===== config.mk =====
export PLATFORM = sky130hd
export DESIGN_NAME = clock_seven_segment_scanner_unit_flat
export DESIGN_NICKNAME = d
export VERILOG_FILES = /design/src/hw/rtl/clkseg_pkg.sv /design/src/hw/rtl/clkseg_ifs.sv /design/src/hw/rtl/clkseg_time_split.sv /design/src/hw/rtl/clock_seven_segment_scanner_unit.sv /design/src/flat_wrapper.sv
export VERILOG_INCLUDE_DIRS = /design/src /design/src/hw/rtl
export SDC_FILE = /design/constraint.sdc
export NUM_CORES = 1
export LEC_CHECK = 0
export BUFFER_PORTS_ARGS = -buffer_cell sky130_fd_sc_hd__buf_2
export CAP_MARGIN = 0
export CORE_AREA = 4 4 108 110
export CTS_CLUSTER_DIAMETER = 120
export DETAILED_ROUTE_END_ITERATION = 8
export DIE_AREA = 0 0 112 114
export GPL_ROUTABILITY_DRIVEN = 0
export PLACE_DENSITY_LB_ADDON = 0.15
export SLEW_MARGIN = 20
export SYNTH_ARGS = -nofsm -noshare
export SYNTH_HDL_FRONTEND = slang
export SYNTH_HIERARCHICAL = 1
export SYNTH_SLANG_ARGS = --single-unit

===== constraint.sdc =====
create_clock -name clk -period 5.4 [get_ports clk]
set_clock_uncertainty 0.1 [all_clocks]
set_input_delay 0.54 -clock clk [delete_from_list [all_inputs] [get_ports clk]]
set_output_delay 0.54 -clock clk [all_outputs]
set_load 0.01 [all_outputs]

===== src/hw/rtl/clock_seven_segment_scanner_unit_assert.svh =====
// Assertion macros for the RTL. Empty in synthesis builds.
`ifndef CLOCK_SEVEN_SEGMENT_SCANNER_UNIT_ASSERT_SVH
`define CLOCK_SEVEN_SEGMENT_SCANNER_UNIT_ASSERT_SVH

`ifndef SYNTHESIS
`define CLKSEG_ASSERT_SAME(lbl, clk, rst, ante, cons) \
  lbl: assert property (@(posedge clk) disable iff (rst) (ante) |-> (cons)) \
    else $error("clkseg same-cycle check failed");
`define CLKSEG_ASSERT_NEXT(lbl, clk, rst, ante, cons) \
  lbl: assert property (@(posedge clk) disable iff (rst) (ante) |=> (cons)) \
    else $error("clkseg next-cycle check failed");
`else
`define CLKSEG_ASSERT_SAME(lbl, clk, rst, ante, cons)
`define CLKSEG_ASSERT_NEXT(lbl, clk, rst, ante, cons)
`endif

`endif


===== src/hw/rtl/clkseg_pkg.sv =====
`default_nettype none
package clkseg_pkg;

  localparam int unsigned NUM_DIGITS = 4;

  localparam logic OP_UPDATE = 1'b0;
  localparam logic OP_SCAN   = 1'b1;

  localparam logic [6:0] HOUR_UNKNOWN = 7'd88;
  localparam logic [6:0] HOUR_NOON    = 7'd12;
  localparam logic [6:0] HOUR_MIDNIGHT = 7'd0;
  localparam logic [3:0] DIGIT_ZERO   = 4'd0;

  // bit0 = a .. bit6 = g
  localparam logic [6:0] SEG_TABLE [10] = '{
    7'h3F, 7'h06, 7'h5B, 7'h4F, 7'h66, 7'h6D, 7'h7D, 7'h07, 7'h7F, 7'h6F
  };

  typedef logic [NUM_DIGITS-1:0][3:0] digit_row_t;

  typedef struct packed {
    logic       operation;
    logic [6:0] hours;
    logic [6:0] minutes;
    logic       link_up;
    logic       mode_24h;
  } req_t;

  typedef struct packed {
    logic [6:0] segments;
    logic [3:0] digit_enable;
    logic       pm_lamp;
    logic       beep_start;
  } rsp_t;

  typedef struct packed {
    digit_row_t digits;
    logic       pm;
  } upd_t;

  // Divide by ten through a reciprocal; exact for every 7-bit value.
  function automatic logic [3:0] div10(input logic [6:0] v);
    logic [17:0] prod;
    prod = 18'(v) * 18'd205;
    return prod[14:11];
  endfunction

  function automatic logic [3:0] mod10(input logic [6:0] v);
    logic [6:0] rem;
    rem = v - 7'(div10(v)) * 7'd10;
    return rem[3:0];
  endfunction

  function automatic logic [6:0] glyph(input logic [3:0] d);
    logic [6:0] g;
    g = 7'd0;
    if (d < 4'd10) begin
      g = SEG_TABLE[d];
    end
    return g;
  endfunction

endpackage
`default_nettype wire


===== src/hw/rtl/clkseg_ifs.sv =====
`default_nettype none
interface clkseg_req_if;
  import clkseg_pkg::*;
  logic valid;
  logic ready;
  req_t payload;
  modport source(output valid, output payload, input ready);
  modport sink(input valid, input payload, output ready);
endinterface

interface clkseg_rsp_if;
  import clkseg_pkg::*;
  logic valid;
  logic ready;
  rsp_t payload;
  modport source(output valid, output payload, input ready);
  modport sink(input valid, input payload, output ready);
endinterface
`default_nettype wire


===== src/hw/rtl/clkseg_time_split.sv =====
`default_nettype none
module clkseg_time_split (
  input  wire logic [6:0]      hours,
  input  wire logic [6:0]      minutes,
  input  wire logic            link_up,
  input  wire logic            mode_24h,
  input  wire logic            pm_cur,
  output clkseg_pkg::upd_t     upd
);
  import clkseg_pkg::*;

  logic [6:0] disp;
  logic       pm;

  // Convert for 12-hour display only when the link is up and the hour is known.
  always_comb begin
    disp = hours;
    pm   = pm_cur;
    if (link_up && hours != HOUR_UNKNOWN) begin
      if (mode_24h || hours < HOUR_NOON) begin
        if (hours == HOUR_MIDNIGHT && !mode_24h) begin
          disp = HOUR_NOON;
        end
        pm = 1'b0;
      end else begin
        if (hours != HOUR_NOON) begin
          disp = hours - HOUR_NOON;
        end
        pm = 1'b1;
      end
    end
  end

  always_comb begin
    upd.digits[0] = div10(disp);
    upd.digits[1] = mod10(disp);
    upd.digits[2] = div10(minutes);
    upd.digits[3] = mod10(minutes);
    upd.pm        = pm;
  end

endmodule
`default_nettype wire


===== src/hw/rtl/clock_seven_segment_scanner_unit.sv =====
// Path: an accepted request is held in the input register, then its result in the result register.
// Throughput: one request per cycle; the input register and the result register
// advance together, so ready only drops while a result waits and the input is full.
// Reset (rst, synchronous): clears scan phase, digits, last hour, PM lamp and the
// driven segment/digit values, and empties both registers.
`default_nettype none
`include "clock_seven_segment_scanner_unit_assert.svh"
module clock_seven_segment_scanner_unit (
  input wire logic    clk,
  input wire logic    rst,
  clkseg_req_if.sink  req,
  clkseg_rsp_if.source rsp
);
  import clkseg_pkg::*;

  logic       s1_valid;
  req_t       s1_req;
  logic       rsp_valid;
  logic       advance;

  logic [1:0] scan_phase;
  digit_row_t digit_store;
  logic [6:0] last_hour;
  logic       pm_state;
  logic [6:0] drive_segments;
  logic [3:0] drive_digit;
  logic       beep;

  logic [3:0] cur_digit;
  upd_t       upd;

  clkseg_time_split u_split (
    .hours    (s1_req.hours),
    .minutes  (s1_req.minutes),
    .link_up  (s1_req.link_up),
    .mode_24h (s1_req.mode_24h),
    .pm_cur   (pm_state),
    .upd      (upd)
  );

  assign advance   = s1_valid && (!rsp_valid || rsp.ready);
  assign req.ready = !s1_valid || advance;
  assign cur_digit = digit_store[scan_phase];

  always_ff @(posedge clk) begin
    if (rst) begin
      s1_valid <= 1'b0;
    end else if (req.ready) begin
      s1_valid <= req.valid;
    end
  end

  always_ff @(posedge clk) begin
    if (req.valid && req.ready) begin
      s1_req <= req.payload;
    end
  end

  always_ff @(posedge clk) begin
    if (rst) begin
      rsp_valid <= 1'b0;
    end else if (advance) begin
      rsp_valid <= 1'b1;
    end else if (rsp.ready) begin
      rsp_valid <= 1'b0;
    end
  end

  // State and the held result change only when a request moves to the output.
  always_ff @(posedge clk) begin
    if (rst) begin
      scan_phase     <= 2'd0;
      digit_store    <= '0;
      last_hour      <= 7'd0;
      pm_state       <= 1'b0;
      drive_segments <= 7'd0;
      drive_digit    <= 4'd0;
      beep           <= 1'b0;
    end else if (advance) begin
      if (s1_req.operation == OP_UPDATE) begin
        digit_store <= upd.digits;
        pm_state    <= upd.pm;
        last_hour   <= s1_req.hours;
        beep        <= (s1_req.hours != last_hour);
      end else begin
        beep <= 1'b0;
        // Blank a leading zero on the leftmost digit.
        if (scan_phase == 2'd0 && cur_digit == DIGIT_ZERO) begin
          drive_digit    <= 4'd0;
          drive_segments <= 7'd0;
        end else begin
          drive_digit    <= 4'd1 << scan_phase;
          drive_segments <= glyph(cur_digit);
        end
        scan_phase <= scan_phase + 2'd1;
      end
    end
  end

  assign rsp.valid                = rsp_valid;
  assign rsp.payload.segments     = drive_segments;
  assign rsp.payload.digit_enable = drive_digit;
  assign rsp.payload.pm_lamp      = pm_state;
  assign rsp.payload.beep_start   = beep;

  `CLKSEG_ASSERT_SAME(a_digit_onehot, clk, rst, rsp_valid, $onehot0(drive_digit))
  `CLKSEG_ASSERT_NEXT(a_scan_no_beep, clk, rst,
    advance && s1_req.operation == OP_SCAN, !beep)
  `CLKSEG_ASSERT_NEXT(a_scan_steps, clk, rst,
    advance && s1_req.operation == OP_SCAN, scan_phase == 2'($past(scan_phase) + 2'd1))
  `CLKSEG_ASSERT_NEXT(a_update_holds_phase, clk, rst,
    advance && s1_req.operation == OP_UPDATE, $stable(scan_phase))

endmodule
`default_nettype wire

===== src/flat_wrapper.sv =====
// flat-port wrapper written by rule: the top's interface ports become plain ports
module clock_seven_segment_scanner_unit_flat import clkseg_pkg::*;
  (clk, rst, req_valid, req_payload, req_ready, rsp_valid, rsp_payload, rsp_ready);
  clkseg_req_if req_i ();
  clkseg_rsp_if rsp_i ();
  input wire logic clk;
  input wire logic rst;
  input wire logic [$bits(req_i.valid)-1:0] req_valid;
  input wire logic [$bits(req_i.payload)-1:0] req_payload;
  output wire logic [$bits(req_i.ready)-1:0] req_ready;
  output wire logic [$bits(rsp_i.valid)-1:0] rsp_valid;
  output wire logic [$bits(rsp_i.payload)-1:0] rsp_payload;
  input wire logic [$bits(rsp_i.ready)-1:0] rsp_ready;
  assign req_i.valid = req_valid;
  assign req_i.payload = req_payload;
  assign req_ready = req_i.ready;
  assign rsp_valid = rsp_i.valid;
  assign rsp_payload = rsp_i.payload;
  assign rsp_i.ready = rsp_ready;
  clock_seven_segment_scanner_unit u_core (.clk(clk), .rst(rst), .req(req_i), .rsp(rsp_i));
endmodule

==> impl_results.md, run 1 <==
- # rows: 38
- CTS buffer count: 9
- H-tree level count: 3
- Reg area: 1311 µm²
- Slew margin rel.: about 46%
- Layout cells sized above 1: between 30% and 40%
- Crit start category: register
- CTS tree: done
- Port-buffer cells: 35
- N_diodes: 0
- Overflow after GRT: 0
- Total Wirelength: 9588 µm
- RSZ-0062 raised after global routing: yes
- Most used cell, CP: inv_2
- Post-synthesis async set-or-reset flop share: 0%
- Worst slew pin tran: 0.8103 ns
- Syn nets: 608
- Worst setup margin: -0.1006 ns
- DR iter-0 viols: 107
- Largest net degree at the start of global routing: 45
- Final nets: 683
- Critical path arrival: ~5.7 ns
- Die area: between 10000 and 15000 µm²
- Clock latency on the worst-skew pair: 0.33 ns
- Synth Flop Type: dfxtp_1
- Most frequent cell after synthesis: ha_1
- Vias in the first global route: 3676
- Commonest cells in the netlist: ha_1 (82), nand2_1 (74), inv_1 (58)
- Worst-path fanout max: 3
- Worst Setup End Kind: register
- Clk root buf: clkbuf_8
- Global-route wire length before repair: 16800 µm
- Initial Utilization: between 40% and 50%
- Multi-input gate area: 3356 µm²
- Via count: between 3000 and 4000
- Highest clock rate: between 150 and 200 MHz
- Vias per Instance: 4.968
- Final worst-path cycle share: 101.9%
- Avg Cell Area, Syn: 9.671 µm²
- Initial antenna violation count: 0
- Synth-to-layout area growth: 23.62%
- Post-Syn Area: around 4700 µm²
- Initial DRT Pass Iterations: 4
- Clk slew on worst S/H paths: 0.07 ns
- Residual DRC: 0
- Final Util: 54.54%
- Die height: 114 µm
- Max incr delay on CP: 0.49 ns
- Core area: roughly 11000 µm²
- PD cells: 356.0 nW/µm²
- Cell type with the largest total area after synthesis: ha_1
- Post-route ant nets: 0
- Failing checks: negative setup slack
- Die width: 112 µm
- Hold Path Class: in -> reg
- Drt wl/cell: 13.54 µm
- Top area cells in the synthesized netlist: ha_1 (22%), dfxtp_1 (17%), edfxtp_1 (11%)
- Gr usage total: 15.80%
- Clk sinks: 57
- Required time worst endpoint: 5.55 ns
- Pre-CTS setup slack: -0.1523 ns
- Ports: 36
- Post-Syn Instances: 488
- Status: finished with violations
- Post-synth cell types: 68
- Crit-path slowest cell: fa_1
- Register area share after synthesis: 27.78%
- Synthesis-stage register bit count: 57
- Peak supply drop: between 0.15 and 0.2 mV
- Post-synth top area share: around 22%
- Yosys warning count: 6
- CTS max path bufs: 2
- Number of synthesized flops with an enable pin: 17
- Max-cap violations: 0
- Leakage: 0.002637 µW
- WS Path Type: reg -> reg
- Hold Fails Final Rpt: 0
- Setup violations, final: 1
- Pins Over Slew Limit: 0
- Fin crit period: between 5 and 6 ns
- Fillers: 1000
- Hpwl dp: 7290 µm
worst max-delay path: cells and delay by family (launching register included):
family	cells	cell delay, ns
buffers and inverters	6	0.35
AOI/OAI and AO/OA	8	1.51
adders and majority gates	7	2.01
DFF	1	0.42
and+or+nand+nor	3	0.33
xor gates and xnor gates	3	0.40
muxes	1	0.32
sequential cells by signal, summed over array words and instances (netlist names):
name,cells
u_core/last_hour,7
u_core/s1_req,17
u_core/rsp.valid,1
u_core/drive_segments,7
u_core/beep,1
u_core/digit_store,16
u_core/s1_valid,1
u_core/scan_phase,2
u_core/drive_digit,4
u_core/pm_state,1
worst paths after layout:
check / start / endpoint / slack, ns / depth (start not counted)
worst max-delay path: u_core/s1_req[12] / u_core/digit_store[7] / -0.10 / 28
worst min-delay path: req_payload[12] / u_core/s1_req[12] / 0.28 / 1
worst max register to register: u_core/s1_req[12] / u_core/digit_store[7] / -0.10 / 28
worst min register to register: u_core/digit_store[15] / u_core/digit_store[15] / 0.36 / 2
report_power, final:
| part | total [µW] | internal [µW] | switching (µW) |
|---|---|---|---|
| Clock | 430 | 255 | 175 |
| Combinational | 1150 | 594 | 559 |
| Sequential | 494 | 473 | 21.3 |
| Total | 2080 | 1320 | 755 |
final cells by class:
type,instances,share of cell area [%]
multi-input combinational,351,57.52
clock buffer,9,2.123
sequential,57,22.47
timing repair buffer,86,9.693
clock inverter,7,1.458
inverter,58,3.732
tap,140,3.002
per-layer routing:
metal | share of wire (%) | GRT usage, %
met5 | 0 | 0
met4 | 0.49 | 3.846
met3 | 3.0 | 2.918
met2 | 49 | 26.46
met1 | 48 | 21.30
stage by stage:
stage	instance area, µm²	setup TNS, ns	total power [µW]	hold slack (ns)	instances
2_1_floorplan	4781	-0.1029	1194	0.3289	488
3_3_place_gp	5255	-0.01970	1389	0.3431	676
3_5_place_dp	5255	-0.1523	1404	0.3445	676
4_1_cts	5592	-0.04725	1954	0.2660	698
5_1_grt	5834	-0.3432	2273	0.2643	708
6_report	5834	-0.1006	2077	0.2835	708
what timing repair did:
action / 4_1_cts / 5_1_grt
resized for setup: 15 / 23
hold buffers: 0 / 0
setup buffers: 6 / 10
pin swaps: 17 / 25
endpoints found under the setup margin: 1 / 2
cells by family (layout without fill, tap and decap cells):
family | Yosys count | count (layout) | share of synthesized area [%]
AO/OA/AOI/OAI | 86 | 86 | 13.95
XOR/XNOR | 25 | 25 | 4.799
adder cells (fa/ha/maj) | 99 | 99 | 28.95
buffers and inverters | 80 | 160 | 7.662
flip-flops | 57 | 57 | 27.78
multiplexers | 7 | 7 | 2.678
AND/OR/NAND/NOR | 134 | 134 | 14.18
layout by cell type (no fill, tap or decap), drive strengths merged, types with 5 or more instances in the layout:
cell type,synthesis,routed
ha,82,82
nand2,74,74
xnor2,10,10
dfxtp,40,40
fa,17,17
a21oi,44,44
xor2,15,15
clkbuf,14,9
nand3,9,9
clkinv,0,5
nor2,16,16
o21ai,10,10
nor3,5,5
inv,58,58
buf,8,86
edfxtp,17,17
Note: power is estimated with default switching activity, not from simulation.
==> run 2, diff against run 1 <==
Settings changed: CORE_AREA 4 4 108 110 to 4 4 97 99, DIE_AREA 0 0 112 114 to 0 0 101 103.
==> run 2 against run 1 <==
- the flow still finishes with violations (negative setup slack)
- global-route usage increased by 3.5 points
- critical path type unchanged
- via count about the same
- critical path depth unchanged
- largest power group unchanged
==> impl_results.md, run 2 (synthesis gave the netlist of run 1 again) <==
- H-tree level count: 3 (unchanged)
- # rows: 34 (was 38)
- Layout cells sized above 1: 27.91% (was 30.11%)
- Hold Fails Final Rpt: 0 (unchanged)
- Most used cell, CP: ha_2 (was inv_2)
- Global-route wire length before repair: 16290 µm (was 16800 µm)
- Vias per Instance: 5.276 (was 4.968)
- Post-DP Area: 5177 µm² (was 5255 µm²)
- Pins Over Slew Limit: 0 (unchanged)
- Most frequent cells in the layout: nand2_1 (71), ha_1 (71), inv_1 (53) (was nand2_1 (71), ha_1 (66), inv_1 (53))
- DR WL met3: 279 µm (was 283 µm)
- Final instance area: 5614 µm² (was 5834 µm²)
- Worst setup margin: -0.04837 ns (was -0.1006 ns)
- Initial antenna violation count: 0 (unchanged)
- Clock latency on the worst-skew pair: 0.32 ns (was 0.33 ns)
- Largest reg by FF count: u_core/s1_req (unchanged)
- Via count: 3519 (was 3517)
- Required time worst endpoint: 5.55 ns (about the same)
- Clk sinks: 57 (unchanged)
- Synth-to-layout area growth: 18.96% (was 23.62%)
- Final nets: 674 (was 683)
- Max reg flops: 17 (unchanged)
- Total Wirelength: 9446 µm (was 9588 µm)
- Max-cap violations: 0 (unchanged)
- Ports: 36 (unchanged)
- Max incr delay on CP: 0.50 ns (was 0.49 ns)
- DR WL met2: 4596 µm (was 4667 µm)
- Largest net degree at the start of global routing: 45 (unchanged)
- M1 wire length: 4494 µm (was 4590 µm)
- Hold_ws: 0.2864 ns (was 0.2835 ns)
- Die area: 10400 µm² (was 12770 µm²)
- Crit start category: register (unchanged)
- Clk root buf: clkbuf_8 (unchanged)
- Failing checks: negative setup slack (unchanged)
- Gr usage total: 19.33% (was 15.80%)
- Drt wl/cell: 14.16 µm (was 13.54 µm)
- Top Metal Used: met4 (unchanged)
- Worst slew pin tran: 0.8104 ns (was 0.8103 ns)
- N_diodes: 0 (unchanged)
- Hpwl dp: 7304 µm (was 7290 µm)
- DR iter-0 viols: 105 (was 107)
- Critical path arrival: 5.60 ns (was 5.65 ns)
- Port-buffer cells: 35 (unchanged)
- Final Util: 65.66% (was 54.54%)
- Setup violations, final: 1 (unchanged)
- Slew margin rel.: 45.97% (was 45.98%)
- Hold Path Class: in -> reg (unchanged)
- Total design power: 1961 µW (was 2077 µW)
- Initial DRT Pass Iterations: 4 (unchanged)
- Clk slew on worst S/H paths: 0.07 ns (about the same)
- Leakage: 0.002581 µW (was 0.002637 µW)
- Crit-path slowest cell: fa_1 (unchanged)
- Biggest registers after layout: u_core/s1_req (17), u_core/digit_store (16) (unchanged)
- Initial Utilization: 55.19% (was 44.12%)
- Worst Setup End Kind: register (unchanged)
- Residual DRC: 0 (unchanged)
- Core area: 8551 µm² (was 10700 µm²)
- Final worst-path cycle share: 100.9% (was 101.9%)
- WS Path Type: reg -> reg (unchanged)
- Status: finished with violations (unchanged)
- PD cells: 349.3 nW/µm² (was 356.0 nW/µm²)
- CTS buffer count: 9 (unchanged)
- Peak supply drop: 0.1891 mV (was 0.1503 mV)
- Buf+Inv Stages, Crit Path: 5 (was 6)
- Post-route ant nets: 0 (unchanged)
- CTS max path bufs: 2 (unchanged)
- Die width: 101 µm (was 112 µm)
- RSZ-0062 raised after global routing: yes (unchanged)
- Die height: 103 µm (was 114 µm)
- Fin crit period: 5.448 ns (was 5.501 ns)
- Vias in the first global route: 3636 (was 3676)
- Fillers: 690 (was 1000)
- Worst-path fanout max: 4 (was 3)
- Overflow after GRT: 0 (unchanged)
- Highest clock rate: 183.5 MHz (was 181.8 MHz)
- CTS tree: done (unchanged)
- CP delay by family, top: adder cells (unchanged)
## run 2: cell types whose count changed in the layout (fill, tap and decap cells not counted), sizes merged
cell    delta
inv        +1
clkinv     -2
bufinv     -1
clkbuf     +2
buf        -9
## run 2: timing repair
| action | CTS | global route |
|---|---|---|
| hold buffers | 0 | 0 |
| buffers inserted | 10 | 3 |
| pin swaps | 20 | 8 |
| cloned | 0 | 0 |
| resized for setup | 19 | 10 |
| endpoints found under the setup margin | 1 | 1 |
## run 2: area by class of cell
type	instances	area, µm²	share of cell area (%)
Tap cell	108	135.1	2.407
Clock inverter	5	51.30	0.9138
Sequential cell	57	1311	23.36
Timing Repair Buffer	77	494.2	8.803
Clock buffer	11	152.6	2.719
Inverter	58	217.7	3.878
Multi-Input combinational cell	351	3252	57.92
## run 2: per-stage QoR
step | std cells | setup slack, ns | setup TNS, ns
finish | 667 | -0.04837 | -0.04837
global route | 667 | -0.3527 | -0.3527
CTS | 664 | 0.002216 | 0
detailed placement | 639 | -0.1555 | -0.1555
global placement | 639 | 0.04569 | 0
floorplan | 488 | -0.1029 | -0.1029
## run 2: worst paths after layout
path | end | slack [ns] | startpoint | cells after the start
hold / removal | u_core/s1_req[8] | 0.29 | req_payload[8] | 1
setup reg to reg | u_core/digit_store[7] | -0.05 | u_core/s1_req[11] | 28
setup / recovery | u_core/digit_store[7] | -0.05 | u_core/s1_req[11] | 28
hold reg to reg | u_core/drive_digit[0] | 0.35 | u_core/drive_digit[0] | 2
## run 2: report_power, final
part / switching, µW / leakage (µW) / internal (µW)
registers: 22.4 / 0.000491 / 473
logic: 527 / 0.00198 / 524
clock network: 176 / 0.000109 / 239
total: 725 / 0.00258 / 1240
## run 2: per-layer routing
layer / track usage (%) / up-vias
li1: - / 1793
met1: 25.24 / 1661
met2: 34.03 / 59
met3: 2.977 / 6
met4: 4.192 / 0
met5: 0 / -
